<file path="config.mk">
export PLATFORM = sky130hd
export DESIGN_NAME = three_level_lru_cache_lookup_top
export DESIGN_NICKNAME = d
export VERILOG_FILES = /design/src/rtl/tllc_pkg.sv /design/src/rtl/tllc_cell.sv /design/src/rtl/tllc_level.sv /design/src/rtl/three_level_lru_cache_lookup_top.sv
export SDC_FILE = /design/constraint.sdc
export NUM_CORES = 1
export LEC_CHECK = 0
export BUFFER_PORTS_ARGS = -buffer_cell sky130_fd_sc_hd__buf_2
export CORE_MARGIN = 2
export CORE_UTILIZATION = 56
export DETAILED_ROUTE_END_ITERATION = 10
export GPL_TIMING_DRIVEN = 0
export PLACE_DENSITY = 0.88
export SLEW_MARGIN = 20
export SYNTH_ARGS = -nofsm -noshare
export SYNTH_HDL_FRONTEND = slang
export SYNTH_HIERARCHICAL = 1
export SYNTH_SLANG_ARGS = --single-unit
</file>
<file path="constraint.sdc">
create_clock -name aclk -period 3.31 [get_ports aclk]
set_input_delay 0.662 -clock aclk [delete_from_list [all_inputs] [get_ports aclk]]
set_output_delay 0.662 -clock aclk [all_outputs]
set_load 0.01 [all_outputs]
</file>
<file path="src/rtl/tllc_pkg.sv">
`timescale 1ns / 1ps
// ----------------------------------------------------------------------------
// tllc_pkg
// Shared types and result codes for the three-level LRU cache lookup.
// ----------------------------------------------------------------------------
package tllc_pkg;

    localparam int LEVEL_W = 2;

    // Result codes: first level that held the line
    typedef enum logic [LEVEL_W-1:0] {
        HIT_L1   = 2'd0,
        HIT_L2   = 2'd1,
        HIT_L3   = 2'd2,
        MISS_ALL = 2'd3
    } level_code_t;

endpackage

</file>
<file path="src/rtl/tllc_cell.sv">
`timescale 1ns / 1ps
// ----------------------------------------------------------------------------
// tllc_cell
// One line slot of a recency-ordered chain. Position in the chain is the
// LRU rank; on update the cell takes its left neighbor's line unless a
// match was already found further left.
// ----------------------------------------------------------------------------
module tllc_cell #(
    parameter int TAG_W = 12
) (
    input  logic             aclk,
    input  logic             aresetn,
    input  logic             update_en,
    input  logic [TAG_W-1:0] probe_tag,
    input  logic [TAG_W-1:0] left_tag,
    input  logic             left_valid,
    input  logic             found_in,
    output logic             found_out,
    output logic [TAG_W-1:0] tag_out,
    output logic             valid_out
);

    logic [TAG_W-1:0] tag_reg;
    logic             valid_reg;
    logic             match;
    logic             shift;

    assign match     = valid_reg && (tag_reg == probe_tag);
    assign found_out = found_in | match;
    assign tag_out   = tag_reg;
    assign valid_out = valid_reg;

    // matching cell also shifts: its line reappears at the head
    assign shift = update_en && !found_in;

    always_ff @(posedge aclk) begin
        if (!aresetn) begin
            valid_reg <= 1'b0;
        end else if (shift) begin
            valid_reg <= left_valid;
        end
    end

    always_ff @(posedge aclk) begin
        if (shift) begin
            tag_reg <= left_tag;
        end
    end

endmodule

</file>
<file path="src/rtl/tllc_level.sv">
`timescale 1ns / 1ps
// ----------------------------------------------------------------------------
// tllc_level
// One fully associative cache level built as a chain of LRU cells.
// Head of the chain is most recent; the tail line drops out on a full miss.
// ----------------------------------------------------------------------------
module tllc_level #(
    parameter int LINES = 2,
    parameter int TAG_W = 12
) (
    input  logic             aclk,
    input  logic             aresetn,
    input  logic             update_en,
    input  logic [TAG_W-1:0] probe_tag,
    output logic             hit
);

    logic [TAG_W-1:0] chain_tag   [0:LINES];
    logic             chain_valid [0:LINES];
    logic             chain_found [0:LINES];

    assign chain_tag[0]   = probe_tag;
    assign chain_valid[0] = 1'b1;
    assign chain_found[0] = 1'b0;

    genvar i;
    generate
        for (i = 0; i < LINES; i++) begin : g_cell
            tllc_cell #(
                .TAG_W (TAG_W)
            ) u_cell (
                .aclk       (aclk),
                .aresetn    (aresetn),
                .update_en  (update_en),
                .probe_tag  (probe_tag),
                .left_tag   (chain_tag[i]),
                .left_valid (chain_valid[i]),
                .found_in   (chain_found[i]),
                .found_out  (chain_found[i+1]),
                .tag_out    (chain_tag[i+1]),
                .valid_out  (chain_valid[i+1])
            );
        end
    endgenerate

    assign hit = chain_found[LINES];

endmodule

</file>
<file path="src/rtl/three_level_lru_cache_lookup_top.sv">
`timescale 1ns / 1ps
// ----------------------------------------------------------------------------
// three_level_lru_cache_lookup_top
// Reports which level of an L1/L2/L3 fully associative LRU hierarchy hits.
// ----------------------------------------------------------------------------
// Usage:
//   s_valid/s_ready/s_address carry one byte-address request per handshake.
//   m_valid/m_ready/m_hit_level return one code per request, in order:
//   0 = L1 hit, 1 = L2 hit, 2 = L3 hit, 3 = missed every level.
// Operation:
//   The tag step turns the address into a line tag (reciprocal multiply,
//   result registered). The lookup step then probes all three cell chains
//   in parallel, updates each level down to the first that hits (all of
//   them on a miss) and loads the output register. A new request is not
//   taken until the pending one has been looked up; s_ready drops while a
//   request waits for its lookup, and the next request can be taken while
//   a finished result still waits in the output register.
// Stall:
//   If m_ready stays low, the pending lookup waits with cache state intact
//   until the output register frees up; s_ready stays low meanwhile.
// Reset:
//   aresetn (synchronous, active low) invalidates every line in all levels
//   and empties the pipeline; no clearing sweep is needed.
// ----------------------------------------------------------------------------
module three_level_lru_cache_lookup_top
    import tllc_pkg::*;
#(
    parameter int ADDR_WIDTH   = 16,
    parameter int LINE_BYTES   = 16,
    parameter int FIRST_LINES  = 2,
    parameter int SECOND_LINES = 4,
    parameter int THIRD_LINES  = 8
) (
    input  logic                  aclk,
    input  logic                  aresetn,
    input  logic                  s_valid,
    output logic                  s_ready,
    input  logic [ADDR_WIDTH-1:0] s_address,
    output logic                  m_valid,
    input  logic                  m_ready,
    output logic [LEVEL_W-1:0]    m_hit_level
);

    // tag = floor(address / LINE_BYTES) via exact reciprocal multiply
    localparam int FLOOR_LOG   = $clog2(LINE_BYTES + 1) - 1;
    localparam int CEIL_LOG    = $clog2(LINE_BYTES);
    localparam int RECIP_SHIFT = ADDR_WIDTH + CEIL_LOG;
    localparam int RECIP_W     = ADDR_WIDTH + 2;
    localparam int PROD_W      = 2 * ADDR_WIDTH + 2;
    localparam int TAG_W       = (ADDR_WIDTH > FLOOR_LOG) ? (ADDR_WIDTH - FLOOR_LOG) : 1;
    localparam logic [RECIP_W-1:0] RECIP =
        RECIP_W'(((longint'(1) << RECIP_SHIFT) + longint'(LINE_BYTES) - 1)
                 / longint'(LINE_BYTES));

    logic [PROD_W-1:0] product;
    logic [TAG_W-1:0]  tag_next;
    logic [TAG_W-1:0]  tag_reg;
    logic              busy_reg;
    logic              busy_next;
    logic              out_valid_reg;
    logic              out_valid_next;
    level_code_t       level_reg;
    level_code_t       level_next;
    logic              s_fire;
    logic              lookup_fire;
    logic              l1_hit;
    logic              l2_hit;
    logic              l3_hit;

    assign product  = PROD_W'(s_address) * PROD_W'(RECIP);
    assign tag_next = product[RECIP_SHIFT +: TAG_W];

    assign s_ready     = !busy_reg;
    assign s_fire      = s_valid && s_ready;
    assign lookup_fire = busy_reg && (!out_valid_reg || m_ready);

    tllc_level #(
        .LINES (FIRST_LINES),
        .TAG_W (TAG_W)
    ) u_l1 (
        .aclk      (aclk),
        .aresetn   (aresetn),
        .update_en (lookup_fire),
        .probe_tag (tag_reg),
        .hit       (l1_hit)
    );

    tllc_level #(
        .LINES (SECOND_LINES),
        .TAG_W (TAG_W)
    ) u_l2 (
        .aclk      (aclk),
        .aresetn   (aresetn),
        .update_en (lookup_fire && !l1_hit),
        .probe_tag (tag_reg),
        .hit       (l2_hit)
    );

    tllc_level #(
        .LINES (THIRD_LINES),
        .TAG_W (TAG_W)
    ) u_l3 (
        .aclk      (aclk),
        .aresetn   (aresetn),
        .update_en (lookup_fire && !l1_hit && !l2_hit),
        .probe_tag (tag_reg),
        .hit       (l3_hit)
    );

    always_comb begin
        busy_next      = busy_reg;
        out_valid_next = out_valid_reg;
        level_next     = level_reg;
        if (out_valid_reg && m_ready) begin
            out_valid_next = 1'b0;
        end
        if (s_fire) begin
            busy_next = 1'b1;
        end
        if (lookup_fire) begin
            busy_next      = 1'b0;
            out_valid_next = 1'b1;
            if (l1_hit) begin
                level_next = HIT_L1;
            end else if (l2_hit) begin
                level_next = HIT_L2;
            end else if (l3_hit) begin
                level_next = HIT_L3;
            end else begin
                level_next = MISS_ALL;
            end
        end
    end

    always_ff @(posedge aclk) begin
        if (!aresetn) begin
            busy_reg      <= 1'b0;
            out_valid_reg <= 1'b0;
        end else begin
            busy_reg      <= busy_next;
            out_valid_reg <= out_valid_next;
        end
    end

    always_ff @(posedge aclk) begin
        level_reg <= level_next;
        if (s_fire) begin
            tag_reg <= tag_next;
        end
    end

    assign m_valid     = out_valid_reg;
    assign m_hit_level = level_reg;

endmodule

</file>
After elaboration in Yosys (flattened, before gate mapping)

Index checks and enable logic that the tools add are counted.

Flip-flop bits (word level): 198
Bits in latches: 0
Bits in writable memories: 0
ROM bits: 0
Input port bits: 20
Output and inout port bits: 4
Word-level logic and storage cells: 112
Memories: 0

$add $sub $neg: 0
Multiply operators: 0
Divide/modulo/power cells: 0
Magnitude comparators: 0
Eq/ne operators: 14
Shift-type cells: 0
Multiplexer cells: 4
Bitwise logic cells: 12
Reductions and logical operators: 49

Operator list:

| kind               | number |
|---|---|
| == test 12 bit     | 14 |
| logical AND 1 bit  | 30 |
| logical NOT 1 bit  | 15 |
| OR 1 bit           | 11 |
| two-way mux 1 bit  | 4 |
| OR reduction 2 bit | 2 |
| nonzero test 2 bit | 1 |
| logical OR 1 bit   | 1 |
| NOT 1 bit          | 1 |

Longest topological paths before layout

Gate-level depths: netlist (run 1).

Depth after elaboration: 11
Depth in mapped cells: 13
Mapped depth without buffers: 13

Cells and area by module

Netlist (run 1), hierarchy kept.

By module, submodules not included:

| module                           | instances | cells an instance | area an instance (um^2) |
|---|---|---|---|
| tllc_cell                        | 14        | 32                | 536.8 |
| three_level_lru_cache_lookup_top | 1         | 28                | 534.3 |
| tllc_level                       | 3         | 2                 | 7.5 |

Worst setup path after synthesis (run 1)

Ideal clock, no wire load.

Path type: register to register
From: register tag_reg[1]
To: register u_l3.g_cell[7].u_cell.valid_reg
Setup time: 0.116 ns
Data arrival time: 3.467 ns
Setup slack: -0.273 ns
Cell stages (with the launch flop): 14
Path buffers: 0
Period minus slack after synthesis: 3.583 ns
Cells stage by stage: edfxtp_1 xnor2_1 nand4_1 nor4_1 a41o_1 a41o_1 a41o_1 a41o_1 a41o_1 a41o_1 a41o_1 nor2b_1 mux2i_1 nor2b_1

RTL lines:

| item                   | RTL line                                | RTL |
|---|---|---|
| start, declared        | three_level_lru_cache_lookup_top.sv:57  | `logic [TAG_W-1:0] tag_reg;` |
| start signal, assigned | three_level_lru_cache_lookup_top.sv:148 | `tag_reg <= tag_next;` |
| end signal, assigned   | tllc_cell.sv:40                         | `valid_reg <= left_valid;` |
| end, declared          | tllc_cell.sv:24                         | `logic valid_reg;` |

==> reports/metrics.cfg, run 1 <==
[pwr]
power.net_switching_uw=1080
p_per_area_nw_per_um2=549
leakage_uw=0.00334
p_comb_frac=0.064
sw_frac_of_total=0.203
power.share.clock=0.413
internal-power_uw=4250
ir_drop_v=0.000497
seqPwrFrac=0.523

[floorplanning]
dieArea_um2=15400
die_w_um=124
core_um2=14000
num_io_pins=24
row_count=43
dieHeight_um=124
initial_core_util=0.577

[synth]
synth_edf_count=182
synthDistinctLibCells=20
syn_area_per_cell_um2=16.7
ys_seq_area_frac=0.717
synthArstFlopShare=0
yosysWarningCount=6
synthCells=482
synth.most_common_cell=edfxtp_1
yosysTopAreaCellShare=0.677
yosys-top-cells-area=edfxtp_1 68%, xor2_1 11%, xnor2_1 7.6%
ys.flop_type=edfxtp_1
synth_area_leader_cell=edfxtp_1
synth_area_um2=8070
synth_seq_cells=198
netlist_top_cells_count=182 x edfxtp_1, 98 x xor2_1, 70 x xnor2_1

[setup_path]
slowest_stage=nor2b_2
max_stage_delay_ns=0.67
crit_chain=buf_4, buf_4, buf_4, xnor2_1, nand4_1, nor4_1, a41o_1, a41o_1, nor3_1, nor2b_2, mux2i_1, nor2b_1
crit_buf_inv=3
cp.arrival_ns=3.67
path_max_fanout=13
required_ns=3.63
worstSetupPathType=reg2reg
endpoint_kind=flip-flop
crit_family=simple AND/OR/NAND/NOR gates
crit_top_cell=buf_4
cp-start-kind=flip-flop

[route]
vias_per_cell=5.54
num_vias=4371
drt_first_pass_iters=5
drc=0
drtIter0Drc=293
wl_per_cell_um=19.6
ant_nets=0
routed_wl_um=15400

[global_route]
grt.total_usage=0.210
grt_start_max_net_pins=18
antenna_found_initial=0
grt_pass1_vias=4529
overflow=0
grt_first_pass_wirelength_um=23200

[clocking]
cts_htree_levels=4
clkLatencyLatePin_ns=0.43
root_buffer=clkbuf_16
cts_sinks=198
cts.path.max_buffers=2
hold_buffers=0
cts_tree=done
clkTransAtPathRegs_ns=0.07
cts_buffers=17

[timing]
maxSlewHeadroom=0.304
clock_skew_ns=0.0101
final.setup.tns_ns=-0.0930
max_freq_mhz=298
finalCritPeriodShare=1.01
finalSetupViolCount=4
rsz0062_at_grt=yes
tightest_slew_ns=1.04
hold_violations=0
finalCriticalPeriod_ns=3.35
fin_ws_ns=-0.0407
maxSlewViolCount=0

[cells_and_area]
final_util=0.694
area_growth_pct=20.3
largest_reg_flops=96
fillers=825
drive_gt1_frac=0.225
layout.nets=616
diodes=0

[worst_hold_path]
min_path_type=in2reg

[placement]
place_worst_setup_slack_ns=-1.18
hpwl_um=8410
gp_congestion=0.736
io_buffers=19

[outcome]
status=complete, but fails checks
violations=setup timing

[job]
cap_violations=0

-- layer usage --
metal,routed length [um],vias to the layer above,track usage
met4,385,0,0.0906
met1,6310,2193,0.269
met2,7850,143,0.349
li1,-,2007,-
met3,898,28,0.0449
met5,0,-,0
-- stage by stage --
stage	hold WS, ns	total power [uW]	instances	area (um^2)
2_1_floorplan	0.447	3020	485	8100
3_3_place_gp	0.452	3070	684	8420
3_5_place_dp	0.455	3090	684	8420
4_1_cts	0.390	5310	768	9520
5_1_grt	0.383	5470	789	9710
6_report	0.399	5330	789	9710
-- final timing paths --
path	from	to	slack, ns	depth (start not counted)
hold reg to reg	u_l3/g_cell[3].u_cell/tag_out[9]	u_l3/g_cell[4].u_cell/tag_out[9]	0.47	0
setup / recovery	tag_reg[3]	u_l2/g_cell[2].u_cell/valid_out	-0.04	12
setup reg to reg	tag_reg[3]	u_l2/g_cell[2].u_cell/valid_out	-0.04	12
hold / removal	s_address[13]	tag_reg[9]	0.40	1
-- power by group through the flow --
stage	combinational (uW)	sequential, uW	clock (uW)
global route	364	2790	2320
floorplan	143	2870	0
detailed placement	184	2910	0
finish	341	2790	2200
global placement	171	2900	0
CTS	317	2790	2210
-- cells in the final DEF (no fill, tap or decap), types with 2 or more instances in the layout --
master,instances
nor2_1,2
buf_6,2
edfxtp_1,182
buf_12,2
mux2i_1,14
conb_1,9
nor2b_2,5
nand4_1,14
buf_4,69
a41o_1,14
xnor2_1,70
nor4_1,28
clkinvlp_4,4
clkbuf_16,17
bufinv_16,5
clkbuf_1,2
dfxtp_1,16
clkinv_4,2
buf_2,19
nor2b_4,8
nor2b_1,16
xor2_1,97
-- cell families (layout without fill, tap and decap cells) --
logic type / count (synthesis) / in the layout / synth area share
mux: 14 / 14 / 0.0174
simple gates: 77 / 77 / 0.0598
flops: 198 / 198 / 0.717
xor+xnor: 168 / 168 / 0.182
other cells: 6 / 9 / 0.00279
compound gates: 17 / 17 / 0.0200
buf+inv: 2 / 126 / 0.000929
-- what timing repair did --
item	CTS	global route
hold endpoints to repair	0	0
resized for setup	14	3
pin swaps	2	1
setup buffers	52	21
setup endpoints to repair	157	157
-- final cells by class --
cell class / count / area (um^2) / share of cell area
flip-flops and latches: 198 / 5790 / 0.596
multi-input cells: 285 / 2380 / 0.245
repair buffers: 92 / 676 / 0.0696
clock buffers: 19 / 433 / 0.0446
well taps: 180 / 225 / 0.0232
clock inverters: 13 / 206 / 0.0213
inverters: 2 / 7.51 / 0.000773
Power figures use the tool's default switching activity.
==> run 2, diff against run 1 <==
--- a/config.mk
+++ b/config.mk
@@ -6,11 +6,11 @@
 export NUM_CORES = 1
 export LEC_CHECK = 0
 export BUFFER_PORTS_ARGS = -buffer_cell sky130_fd_sc_hd__buf_2
-export CORE_MARGIN = 2
 export CORE_UTILIZATION = 56
 export DETAILED_ROUTE_END_ITERATION = 10
 export GPL_TIMING_DRIVEN = 0
 export PLACE_DENSITY = 0.88
+export RECOVER_POWER = 50
 export SLEW_MARGIN = 20
 export SYNTH_ARGS = -nofsm -noshare
 export SYNTH_HDL_FRONTEND = slang
==> reports/metrics.cfg, run 2 (synthesized netlist as in run 1, its figures left out) <==
[outcome]
status=complete, but fails checks  ; unchanged
violations=setup timing  ; unchanged

[floorplanning]
die_w_um=122  ; was 124 um
num_io_pins=24  ; unchanged
initial_core_util=0.577  ; unchanged
dieHeight_um=122  ; was 124 um
dieArea_um2=14900  ; was 15400 um^2
row_count=43  ; unchanged
core_um2=14000  ; unchanged

[timing]
finalCritPeriodShare=1.00  ; was 1.01
maxSlewViolCount=0  ; unchanged
rsz0062_at_grt=yes  ; unchanged
maxSlewHeadroom=0.334  ; was 0.304
fin_ws_ns=-0.0141  ; was -0.0407 ns
clock_skew_ns=0.0129  ; was 0.0101 ns
max_freq_mhz=301  ; was 298 MHz
finalSetupViolCount=12  ; was 4
finalCriticalPeriod_ns=3.32  ; was 3.35 ns
tightest_slew_ns=0.996  ; was 1.04 ns
hold_violations=0  ; unchanged

[pwr]
ir_drop_v=0.000623  ; was 0.000497 V
leakage_uw=0.00335  ; was 0.00334 uW
power.share.clock=0.404  ; was 0.413
internal-power_uw=4170  ; was 4250 uW
sw_frac_of_total=0.206  ; was 0.203
seqPwrFrac=0.531  ; was 0.523
p_comb_frac=0.065  ; was 0.064
power.net_switching_uw=1080  ; about the same
power_uw=5250  ; was 5330 uW
p_per_area_nw_per_um2=537  ; was 549 nW/um^2

[route]
met2WireLength_um=7960  ; was 7850 um
routed_wl_um=15700  ; was 15400 um
drc=0  ; unchanged
vias_per_cell=5.57  ; was 5.54
top_layer=met4  ; unchanged
dr_wl_met3_um=725  ; was 898 um
met1_length_um=6660  ; was 6310 um
drt_first_pass_iters=5  ; unchanged
wl_per_cell_um=19.9  ; was 19.6 um
ant_nets=0  ; unchanged
num_vias=4398  ; was 4371
drtIter0Drc=281  ; was 293

[setup_path]
endpoint_kind=flip-flop  ; unchanged
cp-start-kind=flip-flop  ; unchanged
cp.arrival_ns=3.47  ; was 3.67 ns
ff2ff_path_depth=12  ; unchanged
slowest_stage=edfxtp_1  ; was nor2b_2
crit_family=compound AO/OA/AOI/OAI gates  ; was simple AND/OR/NAND/NOR gates
path_max_fanout=5  ; was 13
required_ns=3.46  ; was 3.63 ns
crit_chain=buf_4, xor2_1, nor4_4, a41o_1, a41o_1, a41o_1, a41o_1, a41o_1, a41o_1, a41o_1, nor2b_4, buf_6  ; was buf_4, buf_4, buf_4, xnor2_1, nand4_1, nor4_1, a41o_1, a41o_1, nor3_1, nor2b_2, mux2i_1, nor2b_1
crit_top_cell=a41o_1  ; was buf_4
max_stage_delay_ns=0.43  ; was 0.67 ns
worstSetupPathType=reg2reg  ; unchanged
cp_num_cells=12  ; unchanged
crit_buf_inv=2  ; was 3

[cells_and_area]
layout_commonest_cell=edfxtp_1  ; unchanged
diodes=0  ; unchanged
ff_latch_area_um2=5790  ; unchanged
multi_input_area_um2=2430  ; was 2380 um^2
area_growth_pct=21.1  ; was 20.3%
layout.nets=617  ; was 616
final_cell_area_um2=9780  ; was 9710 um^2
fillers=850  ; was 825
final_cell_mix=182 x edfxtp_1, 96 x xor2_1, 69 x xnor2_1  ; was 182 x edfxtp_1, 97 x xor2_1, 70 x xnor2_1
drive_gt1_frac=0.234  ; was 0.225
largest_reg_flops=96  ; unchanged

[placement]
io_buffers=19  ; unchanged
hpwl_um=8400  ; was 8410 um
place_area_um2=8420  ; unchanged
gp_congestion=0.667  ; was 0.736

[worst_hold_path]
min_path_type=in2reg  ; unchanged
whs_path_depth=1  ; unchanged

[global_route]
grt.total_usage=0.219  ; was 0.210
grt_first_pass_wirelength_um=23500  ; was 23200 um
antenna_found_initial=0  ; unchanged
grt_start_max_net_pins=18  ; unchanged
grt_pass1_vias=4512  ; was 4529
overflow=0  ; unchanged

[clocking]
root_buffer=clkbuf_16  ; unchanged
cts_buffers=17  ; unchanged
cts.path.max_buffers=2  ; unchanged
cts_tree=done  ; unchanged
cts_htree_levels=4  ; unchanged
clkTransAtPathRegs_ns=0.07  ; about the same
cts_sinks=198  ; unchanged
clkLatencyLatePin_ns=0.44  ; was 0.43 ns

[job]
cap_violations=0  ; unchanged

run 2: cell count changes in the layout (fill, tap and decap cells not counted), sizes merged:
cell / delta
clkbuf: -1
bufinv: -1
buf: +1
clkinv: +2
run 2: final cells by class:
type	instances	area share
well taps	180	0.0230
clock inverters	14	0.0188
clock buffers	18	0.0439
flip-flops and latches	198	0.592
repair buffers	93	0.0732
inverters	2	0.000768
multi-input cells	285	0.249
run 2: power groups by stage:
stage	sequential (uW)	combinational [uW]	clock [uW]
global placement	2900	171	0
finish	2790	343	2120
CTS	2790	311	2120
floorplan	2870	143	0
global route	2790	367	2250
detailed placement	2910	184	0
run 2: worst paths after layout:
path                                                  startpoint  slack [ns]                                end
worst min-delay path                               s_address[13]        0.40                         tag_reg[9]
worst min register to register  u_l3/g_cell[3].u_cell/tag_out[4]        0.47   u_l3/g_cell[4].u_cell/tag_out[4]
worst max-delay path                                  tag_reg[9]       -0.01  u_l3/g_cell[7].u_cell/tag_out[11]
worst max register to register                        tag_reg[9]       -0.01  u_l3/g_cell[7].u_cell/tag_out[11]
run 2: metrics by stage:
step | cells | hold slack (ns) | TNS, ns | worst slack (ns) | util
final | 790 | 0.397 | -0.127 | -0.0141 | 0.699
after global routing | 790 | 0.375 | -1.29 | -0.0993 | 0.699
after CTS | 767 | 0.393 | 0 | 0.00483 | 0.678
after detailed placement | 684 | 0.456 | -114.91 | -1.17 | 0.602
after global placement | 684 | 0.452 | -84.35 | -0.960 | 0.602
after floorplan | 485 | 0.447 | -1.73 | -0.0965 | -
run 2: what timing repair did:
| item | 4_1_cts | 5_1_grt |
|---|---|---|
| pin swaps | 1 | 2 |
| hold buffers | 0 | 0 |
| setup buffers | 51 | 24 |
| setup endpoints to repair | 157 | 150 |
| gates cloned | 0 | 0 |
| gates resized for setup | 14 | 13 |
run 2: routing by layer:
| layer | vias up | track usage |
|---|---|---|
| li1 | 2009 | - |
| met1 | 2209 | 0.280 |
| met3 | 29 | 0.0426 |
| met5 | - | 0 |
| met4 | 0 | 0.103 |
| met2 | 151 | 0.362 |
